**src/hw/rtl/lcs_pkg.sv**
```systemverilog
package lcs_pkg;

	// Field and register widths.
	localparam int MOD_MAX = 64;
	localparam int MOD_W   = 7;
	localparam int RES_W   = 6;
	localparam logic [MOD_W-1:0] MOD_RESET = MOD_W'(16);
	localparam logic [MOD_W-1:0] MOD_MIN   = MOD_W'(2);
	localparam logic [MOD_W-1:0] MOD_TOP   = MOD_W'(MOD_MAX);

	// Controller states.
	typedef enum logic [1:0] {
		ST_IDLE,
		ST_REDUCE,
		ST_SCAN,
		ST_FLUSH
	} state_t;

	// Commands from the controller to the datapath.
	typedef struct packed {
		logic load;    // capture a new item and clear the scan
		logic reduce;  // subtract the modulus from operands not yet below it
		logic step;    // advance the candidate and the running product
		logic take;    // current candidate solves; queue it, emit the older one
		logic final_;  // emit the closing result of the item
	} cmd_t;

	// Status from the datapath to the controller.
	typedef struct packed {
		logic reduced;   // both operands are below the modulus
		logic match;     // a*x mod m equals b for the current candidate
		logic at_end;    // current candidate is m-1
		logic pend_vld;  // a solution is waiting to be emitted
		logic out_free;  // output register can take an item this cycle
	} sts_t;

endpackage

```
**src/hw/rtl/lcs_ctrl.sv**
```systemverilog
module lcs_ctrl
	import lcs_pkg::*;
(
	input  logic   clk,
	input  logic   arst_n,
	input  logic   in_valid,
	output logic   in_ready,
	input  sts_t   sts,
	output cmd_t   cmd
);

	state_t state_q;
	state_t state_d;

	// State register.
	always_ff @(posedge clk or negedge arst_n) begin
		if (!arst_n) begin
			state_q <= ST_IDLE;
		end else begin
			state_q <= state_d;
		end
	end

	// Next state and commands.
	always_comb begin
		state_d  = state_q;
		cmd      = '0;
		in_ready = 1'b0;
		case (state_q)
			ST_IDLE: begin
				in_ready = 1'b1;
				if (in_valid) begin
					cmd.load = 1'b1;
					state_d  = ST_REDUCE;
				end
			end
			ST_REDUCE: begin
				if (sts.reduced) begin
					state_d = ST_SCAN;
				end else begin
					cmd.reduce = 1'b1;
				end
			end
			ST_SCAN: begin
				// A hit with a queued solution needs room in the output register.
				if (!(sts.match && sts.pend_vld && !sts.out_free)) begin
					cmd.step = 1'b1;
					cmd.take = sts.match;
					if (sts.at_end) begin
						state_d = ST_FLUSH;
					end
				end
			end
			ST_FLUSH: begin
				if (sts.out_free) begin
					cmd.final_ = 1'b1;
					state_d    = ST_IDLE;
				end
			end
			default: begin
				state_d = ST_IDLE;
			end
		endcase
	end

endmodule

```
**src/hw/rtl/lcs_dp.sv**
```systemverilog
module lcs_dp
	import lcs_pkg::*;
(
	input  logic             clk,
	input  logic             arst_n,
	input  logic [MOD_W-1:0] cfg_data,
	input  logic             cfg_we,
	input  logic [RES_W-1:0] coef_a,
	input  logic [RES_W-1:0] rhs_b,
	input  cmd_t             cmd,
	output sts_t             sts,
	output logic             out_valid,
	input  logic             out_ready,
	output logic [RES_W-1:0] out_solution,
	output logic             out_has_solution,
	output logic             out_last
);

	logic [MOD_W-1:0] mod_q;
	logic [MOD_W-1:0] m_eff;
	logic [RES_W-1:0] a_q, b_q, acc_q, x_q, pend_q;
	logic             pend_vld_q;
	logic [RES_W-1:0] out_sol_q;
	logic             out_ok_q, out_last_q, out_vld_q;
	logic [MOD_W-1:0] sum;
	logic [RES_W-1:0] acc_next;
	logic             a_big, b_big;
	logic             push;

	// Modulus register.
	always_ff @(posedge clk or negedge arst_n) begin
		if (!arst_n) begin
			mod_q <= MOD_RESET;
		end else if (cfg_we) begin
			mod_q <= cfg_data;
		end
	end

	// Clamp the modulus into its meaningful range.
	always_comb begin
		m_eff = mod_q;
		if (mod_q < MOD_MIN) begin
			m_eff = MOD_MIN;
		end else if (mod_q > MOD_TOP) begin
			m_eff = MOD_TOP;
		end
	end

	// Operand reduction compares and running product a*x mod m.
	assign a_big    = {1'b0, a_q} >= m_eff;
	assign b_big    = {1'b0, b_q} >= m_eff;
	assign sum      = {1'b0, acc_q} + {1'b0, a_q};
	assign acc_next = (sum >= m_eff) ? RES_W'(sum - m_eff) : sum[RES_W-1:0];

	// Status toward the controller.
	assign push         = (cmd.take && pend_vld_q) || cmd.final_;
	assign sts.reduced  = !a_big && !b_big;
	assign sts.match    = acc_q == b_q;
	assign sts.at_end   = {1'b0, x_q} == (m_eff - MOD_W'(1));
	assign sts.pend_vld = pend_vld_q;
	assign sts.out_free = !out_vld_q || out_ready;

	// Operands, candidate and running product.
	always_ff @(posedge clk) begin
		if (cmd.load) begin
			a_q   <= coef_a;
			b_q   <= rhs_b;
			acc_q <= '0;
			x_q   <= '0;
		end else begin
			if (cmd.reduce) begin
				if (a_big) a_q <= RES_W'({1'b0, a_q} - m_eff);
				if (b_big) b_q <= RES_W'({1'b0, b_q} - m_eff);
			end
			if (cmd.step) begin
				acc_q <= acc_next;
				x_q   <= x_q + RES_W'(1);
			end
		end
	end

	// Queued solution, held back until it is known whether it is the last one.
	always_ff @(posedge clk or negedge arst_n) begin
		if (!arst_n) begin
			pend_vld_q <= 1'b0;
		end else if (cmd.load || cmd.final_) begin
			pend_vld_q <= 1'b0;
		end else if (cmd.take) begin
			pend_vld_q <= 1'b1;
		end
	end

	always_ff @(posedge clk) begin
		if (cmd.take) begin
			pend_q <= x_q;
		end
	end

	// Output register.
	always_ff @(posedge clk or negedge arst_n) begin
		if (!arst_n) begin
			out_vld_q <= 1'b0;
		end else if (push) begin
			out_vld_q <= 1'b1;
		end else if (out_ready) begin
			out_vld_q <= 1'b0;
		end
	end

	always_ff @(posedge clk) begin
		if (push) begin
			out_sol_q  <= pend_vld_q ? pend_q : '0;
			out_ok_q   <= pend_vld_q;
			out_last_q <= cmd.final_;
		end
	end

	assign out_valid        = out_vld_q;
	assign out_solution     = out_sol_q;
	assign out_has_solution = out_ok_q;
	assign out_last         = out_last_q;

	// An item is never written over one that has not been taken.
	assert property (@(posedge clk) disable iff (!arst_n)
		(push && out_vld_q) |-> out_ready)
		else $error("output register overwritten");

	// The scan only runs on a reduced coefficient with the product below the modulus.
	assert property (@(posedge clk) disable iff (!arst_n)
		cmd.step |-> (!a_big && ({1'b0, acc_q} < m_eff)))
		else $error("scan on unreduced values");

	// Closing without a queued solution reports no solution.
	assert property (@(posedge clk) disable iff (!arst_n)
		(cmd.final_ && !pend_vld_q) |=> (!out_ok_q && out_last_q && out_sol_q == '0))
		else $error("bad no-solution result");

	// Only one of load, reduce, scan step and close is issued in a cycle.
	assert property (@(posedge clk) disable iff (!arst_n)
		$onehot0({cmd.load, cmd.step, cmd.final_, cmd.reduce}))
		else $error("conflicting commands");

endmodule

```
**src/hw/rtl/linear_congruence_solver_core.sv**
```systemverilog
// Steps: load the item, reduce both operands below the modulus m, scan the
// candidates 0..m-1 with one adder and compare per cycle, then close.
// One item at a time; the scan stalls on a hit while a queued solution waits
// for room in the output register, and the close waits for that room too.
// Reset (arst_n low, asynchronous) sets the modulus to 16 and empties the block.
module linear_congruence_solver_core
	import lcs_pkg::*;
(
	input  logic             clk,
	input  logic             arst_n,
	input  logic             cfg_valid,
	output logic             cfg_ready,
	input  logic [MOD_W-1:0] cfg_data,   // modulus
	input  logic             s_tvalid,
	output logic             s_tready,
	input  logic [15:0]      s_tdata,    // [5:0] coef_a, [11:6] rhs_b, [15:12] zero
	output logic             m_tvalid,
	input  logic             m_tready,
	output logic [7:0]       m_tdata,    // [5:0] solution, [7:6] zero
	output logic             m_tuser,    // has_solution
	output logic             m_tlast
);

	cmd_t             cmd;
	sts_t             sts;
	logic [RES_W-1:0] solution;

	// The modulus register takes a write in any cycle.
	assign cfg_ready = 1'b1;

	lcs_ctrl u_ctrl (
		.clk      (clk),
		.arst_n   (arst_n),
		.in_valid (s_tvalid),
		.in_ready (s_tready),
		.sts      (sts),
		.cmd      (cmd)
	);

	lcs_dp u_dp (
		.clk              (clk),
		.arst_n           (arst_n),
		.cfg_data         (cfg_data),
		.cfg_we           (cfg_valid),
		.coef_a           (s_tdata[5:0]),
		.rhs_b            (s_tdata[11:6]),
		.cmd              (cmd),
		.sts              (sts),
		.out_valid        (m_tvalid),
		.out_ready        (m_tready),
		.out_solution     (solution),
		.out_has_solution (m_tuser),
		.out_last         (m_tlast)
	);

	assign m_tdata = {2'b00, solution};

endmodule
```
**config.mk**
```make
export PLATFORM = sky130hd
export DESIGN_NAME = linear_congruence_solver_core
export DESIGN_NICKNAME = d
export VERILOG_FILES = /design/src/hw/rtl/lcs_pkg.sv /design/src/hw/rtl/lcs_ctrl.sv /design/src/hw/rtl/lcs_dp.sv /design/src/hw/rtl/linear_congruence_solver_core.sv
export SDC_FILE = /design/constraint.sdc
export NUM_CORES = 1
export LEC_CHECK = 0
export BUFFER_PORTS_ARGS = -buffer_cell sky130_fd_sc_hd__clkbuf_2
export CAP_MARGIN = 20
export CORE_AREA = 4 4 112 61
export DETAILED_ROUTE_END_ITERATION = 16
export DIE_AREA = 0 0 116 65
export GPL_ROUTABILITY_DRIVEN = 0
export GPL_TIMING_DRIVEN = 0
export PLACE_DENSITY = 0.83
export SKIP_CTS_REPAIR_TIMING = 1
export SYNTH_ARGS = -nofsm -noshare
export SYNTH_HDL_FRONTEND = slang
export SYNTH_SLANG_ARGS = --single-unit
```
**constraint.sdc**
```tcl
create_clock -name clk -period 4 [get_ports clk]
set_input_delay 0.8 -clock clk [delete_from_list [all_inputs] [get_ports clk]]
set_output_delay 0.8 -clock clk [all_outputs]
set_load 0.005 [all_outputs]
```
==> reports/metrics.yaml <==
die:
  start_util_pct: 55.7
  core_area_sq_um: 5860
  ioPinCount: 41
  die_w_um: 116
  dieArea_sq_um: 7540
  num_rows: 20
  die_h_um: 65
global_route:
  grt_max_degree: 17
  grtUsageTotal_pct: 21.5
  grt-ovfl-total: 0
  grt_pass1_wl_um: 12300
  grt_pass1_vias: 2528
  antenna_found_initial: 0
clock_network:
  cts.htree.levels: 2
  cts_buffer_depth: 2
  clock-root-buffer: "clkbuf_16"
  cts_tree: "yes"
  clock-sinks: 49
  cts_buffers: 5
  clk_latency_ns: 0.30
  clkSlewWorstSetupHoldPaths_ns: 0.07
sta:
  setup_viol: 0
  tightest_slew_ns: 0.957
  drv_slew: 0
  finalCritPeriodShare_pct: 87.7
  timing.slew.headroom_pct: 35.5
  finalClockSkew_ns: 0.00483
  finalHoldViolations: 0
  period_minus_slack_ns: 3.51
  rsz0062_at_grt: "no"
  fin_tns_setup_ns: 0
  fmax_ghz: 0.285
synth:
  syn_area_per_cell_sq_um: 9.79
  synth-seq-cells: 49
  synth_cells: 333
  netlist_area_sq_um: 3260
  async_reset_ff_share_pct: 22.4
  synth_flop_cell: "edfxtp_1"
  ys_types: 55
  synth_edf_count: 26
  ys_warn_count: 0
  ys_seq_area_share_pct: 39.8
flow_run:
  maxCapViolCount: 0
pwr:
  leakagePower_nw: 1.56
  power_mw: 3.54
  ir_drop_v: 0.000595
  p_per_area_nw_per_um2: 955
detailed_routing:
  drt-total-wl_um: 7500
  wl_per_cell_um: 16.6
  avgViaCountPerCell: 5.68
  vias: 2574
  antenna_left: 0
  drtPass1Iterations: 4
  drt_iter0_markers: 221
  drc_errors: 0
setup_path:
  crit_arrival_ns: 3.67
  cp_max_fo: 10
  critical_path_class: "flop to flop"
  end_kind: "flop"
  start_kind: "flop"
  cp.required_ns: 4.16
finish:
  most-common-layout-cells: "nand2_1 (36), clkbuf_2 (33), ha_1 (31)"
  drive_gt1_share_pct: 17.0
  n_antenna_cell: 0
  area_growth_pct: 13.6
  layout_commonest_cell: "nand2_1"
  fin_nets: 438
placed_design:
  hpwl_um: 5920
  io_buffer_count: 32
status:
  status: "complete, no violations"
worst_hold_path:
  hp-class: "primary input to async pin"
-- where the power goes --
part	switching (mW)	internal, mW	leakage (nW)
registers	0.167	0.767	0.471
clock network	0.193	0.296	0.0800
logic	1.18	0.937	1.01
-- synth_stat cells, types with 3 or more instances --
cell	instances	area [sq um]
dfrtp_1	10	250
o21ai_0	23	115
nand2_1	36	135
inv_1	15	56.3
nor2_1	22	82.6
buf_4	3	22.5
and2_1	7	43.8
nand4_1	7	43.8
a21o_1	5	37.5
a21oi_1	20	100
ha_1	31	388
mux2_2	6	67.6
dfxtp_1	12	240
nand3_1	3	15.0
nor4_1	4	25.0
mux2i_1	6	60.1
xor2_1	8	70.1
xnor2_1	20	175
nor3_1	6	30.0
nand2b_1	4	25.0
fa_1	4	80.1
edfxtp_1	26	781
nor2b_1	8	50.1
clkbuf_1	8	30.0
-- worst paths after layout --
path                                              to  depth (start not counted)      startpoint  slack, ns
worst max-delay path                   u_dp.acc_q[1]                         12   u_dp.mod_q[6]       0.49
worst min-delay path                 u_dp.pend_vld_q                          1          arst_n       0.37
worst max register to register         u_dp.acc_q[1]                         12   u_dp.mod_q[6]       0.49
worst min register to register  u_dp.out_solution[5]                          1  u_dp.pend_q[5]       0.53
max in group asynchronous              u_dp.mod_q[4]                          1          arst_n       3.36
min in group clk                u_dp.out_solution[5]                          1  u_dp.pend_q[5]       0.53
-- registers in the layout, summed over array words and instances, names as in the netlist --
name	count
u_dp.out_valid	1
u_dp.acc_q	6
u_dp.out_has_solution	1
u_dp.pend_q	6
u_dp.mod_q	7
u_dp.a_q	6
u_dp.x_q	6
u_dp.b_q	6
u_dp.out_last	1
u_dp.pend_vld_q	1
u_dp.out_solution	6
u_ctrl.state_q	2
-- cell type report --
cell class | instances | area [sq um]
multi-input combinational | 255 | 1830
inverter | 15 | 56.3
timing repair buffer | 34 | 173
tap | 77 | 96.3
sequential | 49 | 1300
fill | 506 | 2150
clock inverter | 3 | 46.3
buffer | 15 | 85.1
clock buffer | 5 | 125
-- routing by layer --
metal	vias to the layer above	GRT usage, %	part of all wire [%]
met4	0	6.51	1.2
met3	9	6.72	8.3
met5	-	0	0
met2	80	29.3	41
li1	1258	-	-
met1	1227	32.1	50
-- logic make-up (layout without fill, tap and decap cells) --
logic type,Yosys count,count (layout),synth area share [%]
AND/OR/NAND/NOR,107,107,16.2
AO/OA/AOI/OAI,69,69,13.2
flip-flops,49,49,39.8
adder cells (fa/ha/maj),35,35,14.4
buffers and inverters,30,72,4.34
XOR/XNOR,28,28,7.52
multiplexers,13,13,4.37
other,2,3,0.230
-- critical path: stages (launching register included) --
cell      delay (ns)
dfrtp_1         0.41
inv_1           0.11
clkbuf_1        0.36
o21ai_0         0.41
buf_4           0.29
ha_1            0.28
nor2b_1         0.13
o21ai_1         0.16
a21boi_1        0.12
o31a_1          0.30
o22ai_1         0.41
mux2i_1         0.28
a21oi_1         0.10
-- per-stage QoR --
step                worst slack [ns]  instance area [sq um]  utilization, %  instances  hold slack [ns]
finish                         0.493                   3700            63.3        453            0.366
global route                   0.139                   3700            63.3        453            0.387
CTS                            0.515                   3700            63.2        452            0.368
detailed placement             0.575                   3530            60.3        444            0.510
global placement               0.336                   3520            60.1        443            0.506
floorplan                      0.954                   3260               -        334            0.483
(Power assumes the default switching activity.)
